File: src/sv/grsp_pkg.sv
`default_nettype none
// ----------------------------------------------------------------------------
// grsp_pkg: shared types and constants for the guillotine slot packer
// Field widths, register indexes, item codes and the control/status bundles
// between the controller and the datapath.
// ----------------------------------------------------------------------------
package grsp_pkg;

  // Defaults for the top-level parameters
  localparam int DEF_MAX_SLOTS  = 64;
  localparam int DEF_COORD_BITS = 13;

  // Fixed field widths
  localparam int BLK_W  = 13;  // block_width / block_height
  localparam int POS_W  = 12;  // pos_u / pos_v
  localparam int CFG_W  = 13;  // widest config register
  localparam int CFG_AW = 1;   // config register index

  // Config register indexes
  localparam logic [CFG_AW-1:0] CFG_PAGE_WIDTH  = 1'd0;
  localparam logic [CFG_AW-1:0] CFG_PAGE_HEIGHT = 1'd1;

  // Reset values of the config registers
  localparam logic [CFG_W-1:0] PAGE_SIZE_RST = 13'd512;

  // Item kind codes
  localparam logic KIND_PLACE    = 1'b0;
  localparam logic KIND_NEW_PAGE = 1'b1;

  typedef enum logic [2:0] {
    ST_IDLE,
    ST_NEWPG,
    ST_SCAN,
    ST_SHIFT,
    ST_RSPLIT,
    ST_BSPLIT,
    ST_FIN
  } grsp_state_t;

  // Controller -> datapath
  typedef struct packed {
    logic load_item;
    logic new_page;
    logic scan_step;
    logic shift_step;
    logic right_split;
    logic bottom_split;
    logic result_load;
  } grsp_cmd_t;

  // Datapath -> controller
  typedef struct packed {
    logic in_kind;
    logic in_skip;
    logic hit;
    logic miss;
    logic shift_done;
    logic out_busy;
  } grsp_sts_t;

endpackage
`default_nettype wire

File: src/sv/grsp_if.sv
`default_nettype none
// ----------------------------------------------------------------------------
// grsp_if: valid/ready channels of the slot packer
// grsp_in_if carries placement requests, grsp_out_if carries results.
// ----------------------------------------------------------------------------
interface grsp_in_if;
  import grsp_pkg::*;

  logic             valid;
  logic             ready;
  logic             kind;
  logic [BLK_W-1:0] block_width;
  logic [BLK_W-1:0] block_height;

  modport source (output valid, kind, block_width, block_height, input ready);
  modport sink   (input valid, kind, block_width, block_height, output ready);
endinterface

interface grsp_out_if;
  import grsp_pkg::*;

  logic             valid;
  logic             ready;
  logic             placed;
  logic [POS_W-1:0] pos_u;
  logic [POS_W-1:0] pos_v;
  logic             page_full;
  logic             overflow;

  modport source (output valid, placed, pos_u, pos_v, page_full, overflow,
                  input ready);
  modport sink   (input valid, placed, pos_u, pos_v, page_full, overflow,
                  output ready);
endinterface
`default_nettype wire

File: src/sv/guillotine_rect_slot_packer_core.sv
`default_nettype none
// ----------------------------------------------------------------------------
// guillotine_rect_slot_packer_core: first-fit guillotine rectangle packer
// Keeps an ordered list of free slots of one page and places blocks at the
// origin of the first slot that holds them, splitting off right/bottom space.
//
//   channel  | dir | handshake          | beat
//   in_chan  | in  | valid/ready        | kind, block_width, block_height
//   out_chan | out | valid/ready        | placed, pos_u, pos_v, page_full,
//            |     |                    | overflow
//   cfg_*    | in  | cfg_we (no stall)  | cfg_addr, cfg_wdata
//
// One item at a time. A placement taking the slot at list position j scans
// positions 0..j, one slot per cycle from the single read port of the slot
// RAM, then moves positions 0..j-1 up one and writes the right/bottom splits.
// No fit: the whole list is scanned. New page: one slot written. Skipped: no scan.
// Reset (synchronous, rst_n low) empties the list; the RAM needs no clearing.
// A stalled out_chan holds the result; the next beat is taken and then waits
// in its last cycle until the held beat is gone.
// ----------------------------------------------------------------------------
module guillotine_rect_slot_packer_core #(
  parameter int MAX_SLOTS  = grsp_pkg::DEF_MAX_SLOTS,
  parameter int COORD_BITS = grsp_pkg::DEF_COORD_BITS
) (
  input  wire logic                        clk,
  input  wire logic                        rst_n,
  input  wire logic                        cfg_we,
  input  wire logic [grsp_pkg::CFG_AW-1:0] cfg_addr,
  input  wire logic [grsp_pkg::CFG_W-1:0]  cfg_wdata,
  grsp_in_if.sink                          in_chan,
  grsp_out_if.source                       out_chan
);
  import grsp_pkg::*;

  grsp_cmd_t cmd;
  grsp_sts_t sts;

  grsp_ctrl u_ctrl (
    .clk      (clk),
    .rst_n    (rst_n),
    .in_valid (in_chan.valid),
    .in_ready (in_chan.ready),
    .sts      (sts),
    .cmd      (cmd)
  );

  grsp_dpath #(
    .MAX_SLOTS  (MAX_SLOTS),
    .COORD_BITS (COORD_BITS)
  ) u_dpath (
    .clk             (clk),
    .rst_n           (rst_n),
    .cmd             (cmd),
    .sts             (sts),
    .cfg_we          (cfg_we),
    .cfg_addr        (cfg_addr),
    .cfg_wdata       (cfg_wdata),
    .in_kind         (in_chan.kind),
    .in_block_width  (in_chan.block_width),
    .in_block_height (in_chan.block_height),
    .out_valid       (out_chan.valid),
    .out_ready       (out_chan.ready),
    .out_placed      (out_chan.placed),
    .out_pos_u       (out_chan.pos_u),
    .out_pos_v       (out_chan.pos_v),
    .out_page_full   (out_chan.page_full),
    .out_overflow    (out_chan.overflow)
  );

endmodule
`default_nettype wire

File: src/sv/grsp_ram.sv
`default_nettype none
// ----------------------------------------------------------------------------
// grsp_ram: generic single-write, single-read RAM
// One write port, one read port with registered read data.
// ----------------------------------------------------------------------------
module grsp_ram #(
  parameter int WIDTH = 8,
  parameter int DEPTH = 16
) (
  input  wire logic                     clk,
  input  wire logic                     we,
  input  wire logic [$clog2(DEPTH)-1:0] waddr,
  input  wire logic [WIDTH-1:0]         wdata,
  input  wire logic [$clog2(DEPTH)-1:0] raddr,
  output      logic [WIDTH-1:0]         rdata
);

  logic [WIDTH-1:0] mem_r [DEPTH];
  logic [WIDTH-1:0] rdata_r;

  always_ff @(posedge clk) begin
    if (we) begin
      mem_r[waddr] <= wdata;
    end
    rdata_r <= mem_r[raddr];
  end

  assign rdata = rdata_r;

endmodule
`default_nettype wire

File: src/sv/grsp_ctrl.sv
`default_nettype none
// ----------------------------------------------------------------------------
// grsp_ctrl: sequencing FSM of the slot packer
// Steps one item through scan, list shift, splits and result hand-off.
// ----------------------------------------------------------------------------
module grsp_ctrl (
  input  wire logic                clk,
  input  wire logic                rst_n,
  input  wire logic                in_valid,
  output      logic                in_ready,
  input  wire grsp_pkg::grsp_sts_t sts,
  output      grsp_pkg::grsp_cmd_t cmd
);
  import grsp_pkg::*;

  grsp_state_t state_r, state_nxt;

  always_ff @(posedge clk) begin
    if (!rst_n) begin
      state_r <= ST_IDLE;
    end else begin
      state_r <= state_nxt;
    end
  end

  always_comb begin
    state_nxt = state_r;
    cmd       = '0;
    in_ready  = 1'b0;
    unique case (state_r)
      ST_IDLE: begin
        in_ready = 1'b1;
        if (in_valid) begin
          cmd.load_item = 1'b1;
          if (sts.in_kind == KIND_NEW_PAGE) begin
            state_nxt = ST_NEWPG;
          end else if (sts.in_skip) begin
            state_nxt = ST_FIN;
          end else begin
            state_nxt = ST_SCAN;
          end
        end
      end
      ST_NEWPG: begin
        cmd.new_page = 1'b1;
        state_nxt    = ST_FIN;
      end
      ST_SCAN: begin
        cmd.scan_step = 1'b1;
        if (sts.hit) begin
          state_nxt = ST_SHIFT;
        end else if (sts.miss) begin
          state_nxt = ST_FIN;
        end
      end
      ST_SHIFT: begin
        cmd.shift_step = 1'b1;
        if (sts.shift_done) begin
          state_nxt = ST_RSPLIT;
        end
      end
      ST_RSPLIT: begin
        cmd.right_split = 1'b1;
        state_nxt       = ST_BSPLIT;
      end
      ST_BSPLIT: begin
        cmd.bottom_split = 1'b1;
        state_nxt        = ST_FIN;
      end
      ST_FIN: begin
        if (!sts.out_busy) begin
          cmd.result_load = 1'b1;
          state_nxt       = ST_IDLE;
        end
      end
      default: begin
        state_nxt = ST_IDLE;
      end
    endcase
  end

endmodule
`default_nettype wire

File: src/sv/grsp_dpath.sv
`default_nettype none
// ----------------------------------------------------------------------------
// grsp_dpath: slot list storage and arithmetic of the slot packer
// Free slots live in a circular buffer (head + count) in RAM; logical list
// position k sits at physical entry (head + k) mod MAX_SLOTS.
// ----------------------------------------------------------------------------
module grsp_dpath #(
  parameter int MAX_SLOTS  = grsp_pkg::DEF_MAX_SLOTS,
  parameter int COORD_BITS = grsp_pkg::DEF_COORD_BITS
) (
  input  wire logic                        clk,
  input  wire logic                        rst_n,
  input  wire grsp_pkg::grsp_cmd_t         cmd,
  output      grsp_pkg::grsp_sts_t         sts,
  input  wire logic                        cfg_we,
  input  wire logic [grsp_pkg::CFG_AW-1:0] cfg_addr,
  input  wire logic [grsp_pkg::CFG_W-1:0]  cfg_wdata,
  input  wire logic                        in_kind,
  input  wire logic [grsp_pkg::BLK_W-1:0]  in_block_width,
  input  wire logic [grsp_pkg::BLK_W-1:0]  in_block_height,
  output      logic                        out_valid,
  input  wire logic                        out_ready,
  output      logic                        out_placed,
  output      logic [grsp_pkg::POS_W-1:0]  out_pos_u,
  output      logic [grsp_pkg::POS_W-1:0]  out_pos_v,
  output      logic                        out_page_full,
  output      logic                        out_overflow
);
  import grsp_pkg::*;

  localparam int CB    = COORD_BITS;
  localparam int SW    = 4 * CB;
  localparam int AW    = $clog2(MAX_SLOTS);
  localparam int CNT_W = $clog2(MAX_SLOTS + 1);
  localparam int XW    = (CB > BLK_W) ? CB : BLK_W;  // compare width

  localparam logic [CNT_W:0]   MAX_WIDE = (CNT_W + 1)'(MAX_SLOTS);
  localparam logic [CNT_W-1:0] MAX_CNT  = CNT_W'(MAX_SLOTS);

  // logical list position -> RAM entry; off <= MAX_SLOTS, so one wrap at most
  function automatic logic [AW-1:0] phys(input logic [AW-1:0]    hd,
                                         input logic [CNT_W-1:0] off);
    logic [CNT_W:0] sum;
    sum = {{(CNT_W + 1 - AW){1'b0}}, hd} + {1'b0, off};
    if (sum >= MAX_WIDE) begin
      sum = sum - MAX_WIDE;
    end
    return sum[AW-1:0];
  endfunction

  // RAM
  logic          ram_we;
  logic [AW-1:0] ram_waddr, ram_raddr;
  logic [SW-1:0] ram_wdata, ram_rdata;

  grsp_ram #(
    .WIDTH (SW),
    .DEPTH (MAX_SLOTS)
  ) u_ram (
    .clk   (clk),
    .we    (ram_we),
    .waddr (ram_waddr),
    .wdata (ram_wdata),
    .raddr (ram_raddr),
    .rdata (ram_rdata)
  );

  // Registers
  logic [CFG_W-1:0] page_w_r, page_h_r;
  logic [AW-1:0]    head_r, head_nxt;
  logic [CNT_W-1:0] count_r, count_nxt;
  logic [XW-1:0]    bw_r, bw_nxt, bh_r, bh_nxt;
  logic [CNT_W-1:0] iss_r, iss_nxt, tag_r, tag_nxt;
  logic             pend_r, pend_nxt;
  logic [CNT_W-1:0] sh_idx_r, sh_idx_nxt, wtag_r, wtag_nxt;
  logic             wpend_r, wpend_nxt;
  logic [CB-1:0]    su_r, su_nxt, sv_r, sv_nxt, sw_r, sw_nxt, sh_r, sh_nxt;
  logic             placed_r, placed_nxt, ovf_r, ovf_nxt;
  logic             out_valid_r, out_valid_nxt;
  logic             o_placed_r, o_placed_nxt, o_full_r, o_full_nxt;
  logic             o_ovf_r, o_ovf_nxt;
  logic [POS_W-1:0] o_u_r, o_u_nxt, o_v_r, o_v_nxt;

  // Read-data fields {u, v, w, h}
  logic [CB-1:0] rd_u, rd_v, rd_w, rd_h;
  assign rd_u = ram_rdata[4*CB-1:3*CB];
  assign rd_v = ram_rdata[3*CB-1:2*CB];
  assign rd_w = ram_rdata[2*CB-1:CB];
  assign rd_h = ram_rdata[CB-1:0];

  logic fit;
  assign fit = (bw_r <= XW'(rd_w)) && (bh_r <= XW'(rd_h));

  // Split arithmetic on the captured slot
  logic [XW:0]   ru_sum, bv_sum;
  logic [XW-1:0] rw_diff, bh_diff, su_x, sv_x, bh_x, pw_x, ph_x;
  logic          rs_need, bs_need;
  assign ru_sum  = (XW + 1)'(su_r) + (XW + 1)'(bw_r);
  assign bv_sum  = (XW + 1)'(sv_r) + (XW + 1)'(bh_r);
  assign rw_diff = XW'(sw_r) - bw_r;
  assign bh_diff = XW'(sh_r) - bh_r;
  assign rs_need = XW'(sw_r) > bw_r;
  assign bs_need = XW'(sh_r) > bh_r;
  assign su_x    = XW'(su_r);
  assign sv_x    = XW'(sv_r);
  assign bh_x    = bh_r;
  assign pw_x    = XW'(page_w_r);
  assign ph_x    = XW'(page_h_r);

  // Status
  assign sts.in_kind    = in_kind;
  assign sts.in_skip    = (in_block_width == '0) || (in_block_height == '0) ||
                          (count_r == '0);
  assign sts.hit        = pend_r && fit;
  assign sts.miss       = pend_r && !fit && ((tag_r + CNT_W'(1)) == count_r);
  assign sts.shift_done = (sh_idx_r == '0) && !wpend_r;
  assign sts.out_busy   = out_valid_r && !out_ready;

  // Config registers
  always_ff @(posedge clk) begin
    if (!rst_n) begin
      page_w_r <= PAGE_SIZE_RST;
      page_h_r <= PAGE_SIZE_RST;
    end else if (cfg_we) begin
      unique case (cfg_addr)
        CFG_PAGE_WIDTH:  page_w_r <= cfg_wdata;
        CFG_PAGE_HEIGHT: page_h_r <= cfg_wdata;
        default: ;
      endcase
    end
  end

  always_comb begin
    head_nxt      = head_r;
    count_nxt     = count_r;
    bw_nxt        = bw_r;
    bh_nxt        = bh_r;
    iss_nxt       = iss_r;
    tag_nxt       = tag_r;
    pend_nxt      = pend_r;
    sh_idx_nxt    = sh_idx_r;
    wtag_nxt      = wtag_r;
    wpend_nxt     = wpend_r;
    su_nxt        = su_r;
    sv_nxt        = sv_r;
    sw_nxt        = sw_r;
    sh_nxt        = sh_r;
    placed_nxt    = placed_r;
    ovf_nxt       = ovf_r;
    o_placed_nxt  = o_placed_r;
    o_u_nxt       = o_u_r;
    o_v_nxt       = o_v_r;
    o_full_nxt    = o_full_r;
    o_ovf_nxt     = o_ovf_r;
    out_valid_nxt = out_valid_r && !out_ready;
    ram_we        = 1'b0;
    ram_waddr     = head_r;
    ram_wdata     = '0;
    ram_raddr     = phys(head_r, iss_r);

    if (cmd.load_item) begin
      bw_nxt     = XW'(in_block_width);
      bh_nxt     = XW'(in_block_height);
      iss_nxt    = '0;
      pend_nxt   = 1'b0;
      wpend_nxt  = 1'b0;
      placed_nxt = 1'b0;
      ovf_nxt    = 1'b0;
    end

    if (cmd.new_page) begin
      ram_we    = 1'b1;
      ram_waddr = head_r;
      ram_wdata = {{(2 * CB){1'b0}}, pw_x[CB-1:0], ph_x[CB-1:0]};
      count_nxt = CNT_W'(1);
    end

    // first-fit scan: read issued one cycle, compared the next
    if (cmd.scan_step) begin
      if (iss_r < count_r) begin
        pend_nxt = 1'b1;
        tag_nxt  = iss_r;
        iss_nxt  = iss_r + CNT_W'(1);
      end else begin
        pend_nxt = 1'b0;
      end
      if (pend_r && fit) begin
        su_nxt     = rd_u;
        sv_nxt     = rd_v;
        sw_nxt     = rd_w;
        sh_nxt     = rd_h;
        placed_nxt = 1'b1;
        sh_idx_nxt = tag_r;
        wpend_nxt  = 1'b0;
      end
    end

    // move list positions 0..j-1 up by one, back to front from j downward
    if (cmd.shift_step) begin
      ram_raddr = phys(head_r, (sh_idx_r == '0) ? '0 : sh_idx_r - CNT_W'(1));
      if (sh_idx_r != '0) begin
        wpend_nxt  = 1'b1;
        wtag_nxt   = sh_idx_r;
        sh_idx_nxt = sh_idx_r - CNT_W'(1);
      end else begin
        wpend_nxt = 1'b0;
      end
      if (wpend_r) begin
        ram_we    = 1'b1;
        ram_waddr = phys(head_r, wtag_r);
        ram_wdata = ram_rdata;
      end
    end

    // front entry is free now: right split fills it, else the list shrinks
    if (cmd.right_split) begin
      if (rs_need) begin
        ram_we    = 1'b1;
        ram_waddr = head_r;
        ram_wdata = {ru_sum[CB-1:0], sv_r, rw_diff[CB-1:0], bh_x[CB-1:0]};
      end else begin
        head_nxt  = phys(head_r, CNT_W'(1));
        count_nxt = count_r - CNT_W'(1);
      end
    end

    if (cmd.bottom_split && bs_need) begin
      if (count_r < MAX_CNT) begin
        ram_we    = 1'b1;
        ram_waddr = phys(head_r, count_r);
        ram_wdata = {su_r, bv_sum[CB-1:0], sw_r, bh_diff[CB-1:0]};
        count_nxt = count_r + CNT_W'(1);
      end else begin
        ovf_nxt = 1'b1;
      end
    end

    if (cmd.result_load) begin
      out_valid_nxt = 1'b1;
      o_placed_nxt  = placed_r;
      o_u_nxt       = placed_r ? su_x[POS_W-1:0] : '0;
      o_v_nxt       = placed_r ? sv_x[POS_W-1:0] : '0;
      o_full_nxt    = (count_r == '0);
      o_ovf_nxt     = ovf_r;
    end
  end

  always_ff @(posedge clk) begin
    if (!rst_n) begin
      head_r      <= '0;
      count_r     <= '0;
      pend_r      <= 1'b0;
      wpend_r     <= 1'b0;
      out_valid_r <= 1'b0;
    end else begin
      head_r      <= head_nxt;
      count_r     <= count_nxt;
      pend_r      <= pend_nxt;
      wpend_r     <= wpend_nxt;
      out_valid_r <= out_valid_nxt;
    end
  end

  always_ff @(posedge clk) begin
    bw_r       <= bw_nxt;
    bh_r       <= bh_nxt;
    iss_r      <= iss_nxt;
    tag_r      <= tag_nxt;
    sh_idx_r   <= sh_idx_nxt;
    wtag_r     <= wtag_nxt;
    su_r       <= su_nxt;
    sv_r       <= sv_nxt;
    sw_r       <= sw_nxt;
    sh_r       <= sh_nxt;
    placed_r   <= placed_nxt;
    ovf_r      <= ovf_nxt;
    o_placed_r <= o_placed_nxt;
    o_u_r      <= o_u_nxt;
    o_v_r      <= o_v_nxt;
    o_full_r   <= o_full_nxt;
    o_ovf_r    <= o_ovf_nxt;
  end

  assign out_valid     = out_valid_r;
  assign out_placed    = o_placed_r;
  assign out_pos_u     = o_u_r;
  assign out_pos_v     = o_v_r;
  assign out_page_full = o_full_r;
  assign out_overflow  = o_ovf_r;

endmodule
`default_nettype wire

File: src/flat_wrapper.sv
// flat-port wrapper written by rule: the top's interface ports become plain ports
module guillotine_rect_slot_packer_core_flat import grsp_pkg::*;
#(
  parameter int MAX_SLOTS  = grsp_pkg::DEF_MAX_SLOTS,
  parameter int COORD_BITS = grsp_pkg::DEF_COORD_BITS
)
  (clk, rst_n, cfg_we, cfg_addr, cfg_wdata, in_chan_valid, in_chan_kind, in_chan_block_width, in_chan_block_height, in_chan_ready, out_chan_valid, out_chan_placed, out_chan_pos_u, out_chan_pos_v, out_chan_page_full, out_chan_overflow, out_chan_ready);
  grsp_in_if in_chan_i ();
  grsp_out_if out_chan_i ();
  input  wire logic clk;
  input  wire logic rst_n;
  input  wire logic cfg_we;
  input  wire logic [grsp_pkg::CFG_AW-1:0] cfg_addr;
  input  wire logic [grsp_pkg::CFG_W-1:0] cfg_wdata;
  input wire logic [$bits(in_chan_i.valid)-1:0] in_chan_valid;
  input wire logic [$bits(in_chan_i.kind)-1:0] in_chan_kind;
  input wire logic [$bits(in_chan_i.block_width)-1:0] in_chan_block_width;
  input wire logic [$bits(in_chan_i.block_height)-1:0] in_chan_block_height;
  output wire logic [$bits(in_chan_i.ready)-1:0] in_chan_ready;
  output wire logic [$bits(out_chan_i.valid)-1:0] out_chan_valid;
  output wire logic [$bits(out_chan_i.placed)-1:0] out_chan_placed;
  output wire logic [$bits(out_chan_i.pos_u)-1:0] out_chan_pos_u;
  output wire logic [$bits(out_chan_i.pos_v)-1:0] out_chan_pos_v;
  output wire logic [$bits(out_chan_i.page_full)-1:0] out_chan_page_full;
  output wire logic [$bits(out_chan_i.overflow)-1:0] out_chan_overflow;
  input wire logic [$bits(out_chan_i.ready)-1:0] out_chan_ready;
  assign in_chan_i.valid = in_chan_valid;
  assign in_chan_i.kind = in_chan_kind;
  assign in_chan_i.block_width = in_chan_block_width;
  assign in_chan_i.block_height = in_chan_block_height;
  assign in_chan_ready = in_chan_i.ready;
  assign out_chan_valid = out_chan_i.valid;
  assign out_chan_placed = out_chan_i.placed;
  assign out_chan_pos_u = out_chan_i.pos_u;
  assign out_chan_pos_v = out_chan_i.pos_v;
  assign out_chan_page_full = out_chan_i.page_full;
  assign out_chan_overflow = out_chan_i.overflow;
  assign out_chan_i.ready = out_chan_ready;
  guillotine_rect_slot_packer_core #(.MAX_SLOTS(MAX_SLOTS), .COORD_BITS(COORD_BITS)) u_core (.clk(clk), .rst_n(rst_n), .cfg_we(cfg_we), .cfg_addr(cfg_addr), .cfg_wdata(cfg_wdata), .in_chan(in_chan_i), .out_chan(out_chan_i));
endmodule
File: config.mk
export PLATFORM = sky130hd
export DESIGN_NAME = guillotine_rect_slot_packer_core_flat
export DESIGN_NICKNAME = d
export VERILOG_FILES = /design/src/sv/grsp_pkg.sv /design/src/sv/grsp_if.sv /design/src/sv/guillotine_rect_slot_packer_core.sv /design/src/sv/grsp_ram.sv /design/src/sv/grsp_ctrl.sv /design/src/sv/grsp_dpath.sv /design/src/flat_wrapper.sv
export SDC_FILE = /design/constraint.sdc
export NUM_CORES = 2
export LEC_CHECK = 0
export BUFFER_PORTS_ARGS = -buffer_cell sky130_fd_sc_hd__buf_2
export CORE_MARGIN = 2
export CORE_UTILIZATION = 36
export DETAILED_ROUTE_END_ITERATION = 16
export GPL_ROUTABILITY_DRIVEN = 0
export SLEW_MARGIN = 5
export SYNTH_ARGS = -nofsm -noshare
export SYNTH_HDL_FRONTEND = slang
export SYNTH_SLANG_ARGS = --single-unit
export TNS_END_PERCENT = 20
File: constraint.sdc
create_clock -name clk -period 8.2 [get_ports clk]
set_clock_uncertainty 0.2 [all_clocks]
set_input_delay 2.05 -clock clk [delete_from_list [all_inputs] [get_ports clk]]
set_output_delay 2.05 -clock clk [all_outputs]
set_load 0.02 [all_outputs]
# [Word-level counts from Yosys, hierarchy flattened]
# Memories as Yosys holds them, arrays and structs flattened. A register that Yosys moved wholly into a read port is not among the register bits.
# Index checks and enable logic that the tools add are counted.
[classes] add_sub_neg=19 order_cmp=11 n_eq_ne=11 mux=74 bitwise=2 reduce_logical=27
[op_table] cell="two-way mux 52 bit" n=6
[op_table] cell="two-way mux 7 bit" n=13
[op_table] cell="two-way mux 6 bit" n=12
[op_table] cell="two-way mux 1 bit" n=34
[op_table] cell="adder 6 x 7 -> 8 bit" n=4
[op_table] cell="greater-or-equal comparator 8 x 7 -> 1 bit, second input constant" n=4
[op_table] cell="subtractor 6 x 1 -> 6 bit, second input constant" n=5
[op_table] cell="adder 13 bit" n=2
[op_table] cell="> comparator 13 bit" n=2
[op_table] cell="less-or-equal comparator 13 bit" n=2
[op_table] cell="zero test 13 bit" n=2
[op_table] cell="two-way mux 26 bit" n=1
[op_table] cell="subtractor 13 bit" n=2
[op_table] cell="adder 7 x 1 -> 7 bit, second input constant" n=3
[op_table] cell="two-way mux 3 bit" n=7
[op_table] cell="case mux 3 bit (6 select lines)" n=1
[op_table] cell="zero test 7 bit" n=2
[op_table] cell="subtractor 7 x 1 -> 7 bit, second input constant" n=2
[op_table] cell="AND reduction 2 bit" n=6
[op_table] cell="== test 3 bit, second input constant" n=3
[op_table] cell="adder 6 x 1 -> 7 bit, second input constant" n=1
[op_table] cell="== test 7 bit" n=1
[op_table] cell="greater-or-equal comparator 7 bit, second input constant" n=1
[op_table] cell="logical AND 1 bit" n=7
[op_table] cell="15 further kinds" n=21
[totals] reg_bits=180 mem_bits_rw=3328 in_bits=46 output_inout_bits=29 memories=1
[mem_list] memory="u_core.u_dpath.u_ram.mem_r" depth=64 width=52 read_ports=1 rd_clocked_by_memory_dff=1 wr=1 line_no="grsp_ram.sv:18" rtl="logic [WIDTH-1:0] mem_r [DEPTH];"

# [Longest topological paths before layout]
[depth] word_depth=11 depth_mapped=17

# [Modules after synthesis]
# Synthesis repeated with hierarchy kept, for this count alone.
[unflattened] cells_unflattened=6721 area_unflattened_um2=138964.5
[modules_own_cells] mod="grsp_ram" n_inst=1 cells_each=5410 area_per_inst_um2=126924.2 seq_area_each_um2=100976.8
[modules_own_cells] mod="grsp_dpath" n_inst=1 cells_each=1270 area_per_inst_um2=11722.5 seq_area_each_um2=4704.5
[modules_own_cells] mod="grsp_ctrl" n_inst=1 cells_each=41 area_per_inst_um2=317.8 seq_area_each_um2=60.1

# [Worst setup path before layout]
# No wires, ideal clock.
[synth_timing] kind="reg-to-reg" start="register u_core.u_dpath.bh_r[10]" end="memory u_core.u_dpath.u_ram.mem_r[62][0] in the netlist's numbering (enable)" setup_time_ns=0.520 t_arrival_ns=6.134 required_time_ns=7.480 slack_ns=1.346 path_stages_with_launch=13 path_buffers=2 synth_period_minus_slack_ns=6.854 path_cell_list="edfxtp_1 > inv_1 > ha_1 > a21o_1 > a21o_1 > or3_1 > o21ba_2 > or2_4 > buf_6 > mux2_4 > clkbuf_1 > nand3_1 > nor3_1"
[synth_via] elab_chain_len=5 word_cells_on_any_way=6 cone_classes="order compare: 1; mux: 4; reduce/logical: 1"
[synth_rtl] element="start: declaration" line_no="grsp_dpath.sv:72" rtl="logic [XW-1:0] bw_r, bw_nxt, bh_r, bh_nxt;"
[synth_rtl] element="start signal: assignment" line_no="grsp_dpath.sv:266" rtl="bh_r <= bh_nxt;"
[synth_rtl] element="> comparator 13 bit *" line_no="grsp_dpath.sv:103" rtl="assign bs_need = XW'(sh_r) > bh_r;"
[synth_rtl] element="logical AND 1 bit *" line_no="grsp_dpath.sv:227" rtl="if (cmd.bottom_split && bs_need) begin"
[synth_rtl] element="two-way mux 1 bit" line_no="grsp_dpath.sv:227"
[synth_rtl] element="two-way mux 1 bit" line_no="grsp_ram.sv:22" rtl="if (we) begin"
[synth_rtl] element="two-way mux 1 bit (not written as such)" line_no="grsp_ram.sv:23" rtl="mem_r[waddr] <= wdata;"
[synth_rtl] element="end: declaration" line_no="grsp_ram.sv:18"
# Every way passes the cells marked *; elsewhere a longest branch is shown, timed or not.

# [Worst setup path in the final report]
[layout_timing] start="register u_core.u_ctrl.state_r[1]" end="register u_core.u_dpath.u_ram.rdata_r[11] (netlist: u_core.u_dpath.u_ram.rdata[11]) (read register of u_core.u_dpath.u_ram.mem_r)"
[layout_via] elab_chain_len=3
[layout_rtl] element="start: declaration" line_no="grsp_ctrl.sv:16" rtl="grsp_state_t state_r, state_nxt;"
[layout_rtl] element="start signal: assignment" line_no="grsp_ctrl.sv:22" rtl="state_r <= state_nxt;"
[layout_rtl] element="== test 3 x 2 -> 1 bit" line_no="grsp_ctrl.sv:30" rtl="unique case (state_r)"
[layout_rtl] element="two-way mux 1 bit" line_no="grsp_ctrl.sv:30"
[layout_rtl] element="two-way mux 6 bit" line_no="grsp_dpath.sv:199" rtl="if (cmd.shift_step) begin"
[layout_rtl] element="end: declaration" line_no="grsp_ram.sv:19" rtl="logic [WIDTH-1:0] rdata_r;"
# No other way between the ends.
# A chain may end at the register's enable or synchronous reset.

==> results.md <==
* Resized cells post-CTS at 0
* Post-CTS Repair Setup Buffers at 0
* Global routing usage on met1 at 26.7%
* Maximum vdd ir drop at 328 uV
* Vertical extent of the die at 614 um
* Final nets at around 6,500
* Crit Path Max Fanout at 47
* Vias in the first global route at roughly 65,000
* Drt via density at 5.64
* Hold Path Origin: u_core.u_dpath.u_ram.rdata[27]$_DFF_P_
* Half-perimeter wire length of the detailed placement result at 194 mm
* Part of the cycle the worst path needs at slightly below 90%
* Fmax at 0.140 GHz
* CP peak stage delay at 1380 ps
* DRT antenna net count at 0
* Unique masters post-synth at 82
* Number of enable flip-flop cells after synthesis at 3,316
* Starting DRC count in detailed routing at 8,194
* Top cells by count, synth: sky130_fd_sc_hd__edfxtp_1 (3,316), sky130_fd_sc_hd__mux4_2 (1,000), sky130_fd_sc_hd__clkbuf_1 (213)
* Leading area contributor after synthesis: sky130_fd_sc_hd__edfxtp_1
* Final critical delay including setup and external delays at between 7000 and 8000 ps
* Most used standard cell by instance count after synthesis: sky130_fd_sc_hd__edfxtp_1
* Max-slew headroom at 4.35%
* Sequential fraction of the synthesis area at approximately three quarters
* Status: complete, no violations
* Stages on the worst setup path at 13
* Number of antenna violations at the first check in global routing at 21
* M3 GR Usage at 2.59%
* Die width at 614 um
* Number of clock sinks at approximately 3,400
* Core box area at 370,000 um2
* Deepest level of the CTS H-tree at 5
* Max-slew violation count at 0
* Number of instances in the synthesized netlist at 5,977
* Type of element capturing the critical path: register
* Cell at the slowest stage of the critical path: sky130_fd_sc_hd__fa_4
* Launching element type of the critical path: register
* Number of buffers inserted by hold repair at cts at 0
* Hold Vio Cnt, Final at 0
* Clock root buffer: sky130_fd_sc_hd__clkbuf_16
* Routed length per placed instance at 30.7 um
* R2R Setup Slk at 1060 ps
* Cell Area, Synth at 134,000 um2
* Post-Syn Nets at 6,132
* Buffers & Inverters on Critical Path at 3
* Standard-cell rows at 223
* Clock latency of the later-clocked register in the worst-skew pair at approximately 890 ps
* Leakage power at 48.4 nW
* Critical path data required time at 8680 ps
* Max-cap violations at 0
* CTS buffer count at 341
* Largest net degree at the start of global routing at 103
* Worst-Margin Slew at ~1400 ps
* Number of port buffers at 74
* Cell Count, Final, Fillers Out at 11,500
* Worst setup endpoint: u_core.u_dpath.u_ram.rdata[11]$_DFF_P_
* Final-layout setup total negative slack at 0 ps
* Capture point of the worst reg-to-reg path: u_core.u_dpath.u_ram.rdata[11]$_DFF_P_
* Critical Setup Path Class: reg -> reg
* Startpoint of the worst-slack reg-to-reg timing path: u_core.u_ctrl.state_r[1]$_SDFFE_PN0P_
* Die area at 377,000 um2
* Number of flip-flops and latches in the synthesized netlist at roughly 3,400
* Total grt overflow at 0
* Crit-path cells: and3b_1, o41ai_4, o21ai_0, ha_4, inv_1, fa_4, buf_12, buf_4, mux4_2, mux4_2, nor2b_1, a211oi_1, a21oi_1
* Ys async rst share at 0%
* Worst hold path class: reg -> reg
* Most frequent cell on the critical path: sky130_fd_sc_hd__mux4_2
* Dominant cells by area after synthesis: sky130_fd_sc_hd__edfxtp_1 (74%), sky130_fd_sc_hd__mux4_2 (17%), sky130_fd_sc_hd__dfxtp_1 (1.7%)
* Total track usage at 18.6%
* Area delta synth->final at 14.5%
* Peak-usage layer in the global routing report: met2
* Number of top-level pins at 75
* Met2 Track Usage GR at 29.9%
* Number of setup violations in the final report at 0
* Top FF cell, synth: sky130_fd_sc_hd__edfxtp_1
* Via count of the routed design at 65,100
* Clk slew on worst S/H paths at 60 ps
* Final Routed Wirelength at 355 mm
* Fraction of final layout cells sized beyond drive strength 1 at between 20 and 30%
* Max clock buf depth at 4
* Number of remaining DRC errors at 0
* Average instance area after synthesis at approximately 22 um2
* CTS tree: done
* Fraction of synthesized cell area taken by the top area cell type at 74.4%
* Worst Reg-to-Reg Cells at 13
* Unrepaired setup endpoints after global routing: no
* Number of placed instances, taps included at 10,900
* Critical Path Source: u_core.u_ctrl.state_r[1]$_SDFFE_PN0P_
* Number of iterations in the first detailed-routing pass at 6
* Initial cell density of the core at ~36%
* Power per cell area at around 330 nW/um2
* Yosys synthesis warning count at 0
* Hold slack final at between 200 and 300 ps
* Family with the most delay on the worst path: compound AO/OA/AOI/OAI gates
* Wire length of the first global-routing pass at 501 mm
* Critical Path AT at 7620 ps
layout by cell type (no fill, tap or decap), types with 33 or more instances in the layout:
| cell | netlist | layout |
|---|---|---|
| sky130_fd_sc_hd__a211oi_1 | 54 | 52 |
| sky130_fd_sc_hd__a21oi_1 | 123 | 106 |
| sky130_fd_sc_hd__and2_1 | 36 | 35 |
| sky130_fd_sc_hd__buf_12 | 0 | 55 |
| sky130_fd_sc_hd__buf_2 | 17 | 74 |
| sky130_fd_sc_hd__buf_4 | 1 | 171 |
| sky130_fd_sc_hd__clkbuf_1 | 213 | 87 |
| sky130_fd_sc_hd__clkbuf_16 | 0 | 348 |
| sky130_fd_sc_hd__clkinv_1 | 0 | 52 |
| sky130_fd_sc_hd__clkinv_2 | 0 | 62 |
| sky130_fd_sc_hd__dfxtp_1 | 111 | 111 |
| sky130_fd_sc_hd__edfxtp_1 | 3316 | 3316 |
| sky130_fd_sc_hd__ha_1 | 102 | 101 |
| sky130_fd_sc_hd__inv_1 | 84 | 83 |
| sky130_fd_sc_hd__mux2i_1 | 69 | 67 |
| sky130_fd_sc_hd__mux4_2 | 1000 | 1000 |
| sky130_fd_sc_hd__nand2_1 | 116 | 114 |
| sky130_fd_sc_hd__nand3_1 | 36 | 36 |
| sky130_fd_sc_hd__nor2_1 | 98 | 59 |
| sky130_fd_sc_hd__nor2_4 | 0 | 40 |
| sky130_fd_sc_hd__nor2b_1 | 72 | 72 |
| sky130_fd_sc_hd__nor3_2 | 0 | 33 |
| sky130_fd_sc_hd__o21ai_0 | 56 | 39 |
| sky130_fd_sc_hd__xnor2_1 | 40 | 36 |
report_power, final:
part / total [mW] / internal [mW] / switching, mW
Sequential: 20.9 / 20.2 / 0.639
Combinational: 14.3 / 7.03 / 7.30
Clock: 15.1 / 8.58 / 6.48
Total: 50.3 / 35.9 / 14.4
area by class of cell:
class                   instances  area [um2]
repair buffers                300        2760
multi-input cells            2162       31600
well taps                    4950        6190
flip-flops and latches       3427      102000
diodes                          5        12.5
fillers                     31600      216000
inverters                      85         319
clock inverters               162        1340
clock buffers                 456        9300
cells by family (layout without fill, tap and decap cells):
kind of cell             count (synthesis)  count (layout)  share of synthesized area, %
other                                    0               5                             0
AO/OA/AOI/OAI                          412             412                          2.11
adder cells (fa/ha/maj)                109             109                          1.06
AND/OR/NAND/NOR                        502             502                          1.89
multiplexers                          1072            1072                          17.4
flip-flops                            3427            3427                          76.0
XOR/XNOR                                67              67                         0.438
buffers and inverters                  388            1003                          1.12
state kept, by name, summed over array words and instances (netlist names), 12 cells and up:
| name | count |
|---|---|
| u_core.u_dpath.sv_r | 12 |
| u_core.u_dpath.page_h_r | 13 |
| u_core.u_dpath.bh_r | 13 |
| u_core.u_dpath.u_ram.rdata | 50 |
| u_core.u_dpath.bw_r | 13 |
| u_core.u_dpath.sw_r | 13 |
| u_core.u_dpath.su_r | 12 |
| u_core.u_dpath.out_pos_u | 12 |
| u_core.u_dpath.out_pos_v | 12 |
| u_core.u_dpath.u_ram.mem_r | 3200 |
| u_core.u_dpath.page_w_r | 13 |
| u_core.u_dpath.sh_r | 13 |
worst min-delay path by stage:
stage	endpoint	slack [ps]	cells past startpoint
detailed placement	u_core.u_dpath.sv_r[1]$_DFFE_PP_	220	0
finish	u_core.u_dpath.sv_r[1]$_DFFE_PP_	250	0
floorplan	u_core.u_dpath.wtag_r[4]$_DFFE_PP_	210	0
global route	u_core.u_dpath.sv_r[1]$_DFFE_PP_	260	0
CTS	u_core.u_dpath.sv_r[1]$_DFFE_PP_	250	0
global placement	u_core.u_dpath.sv_r[1]$_DFFE_PP_	240	0
routing by layer:
metal | part of all wire, % | wire (um) | vias up
met4 | 2.5 | 8830 | 0
li1 | - | - | 26100
met2 | 48 | 170000 | 2935
met1 | 42 | 149000 | 35600
met3 | 7.6 | 27100 | 470
met5 | 0 | 0 | -
stage by stage:
step,utilization (%),setup slack [ps],total power [mW],area (um2)
after floorplan,-,1350,31.3,134000
after global placement,38.6,1240,35.6,143000
after detailed placement,38.6,1250,35.7,143000
after CTS,41.5,1240,50.7,153000
after global routing,41.5,978,52.2,153000
final,41.5,1060,50.3,153000
(Power assumes the default switching activity.)
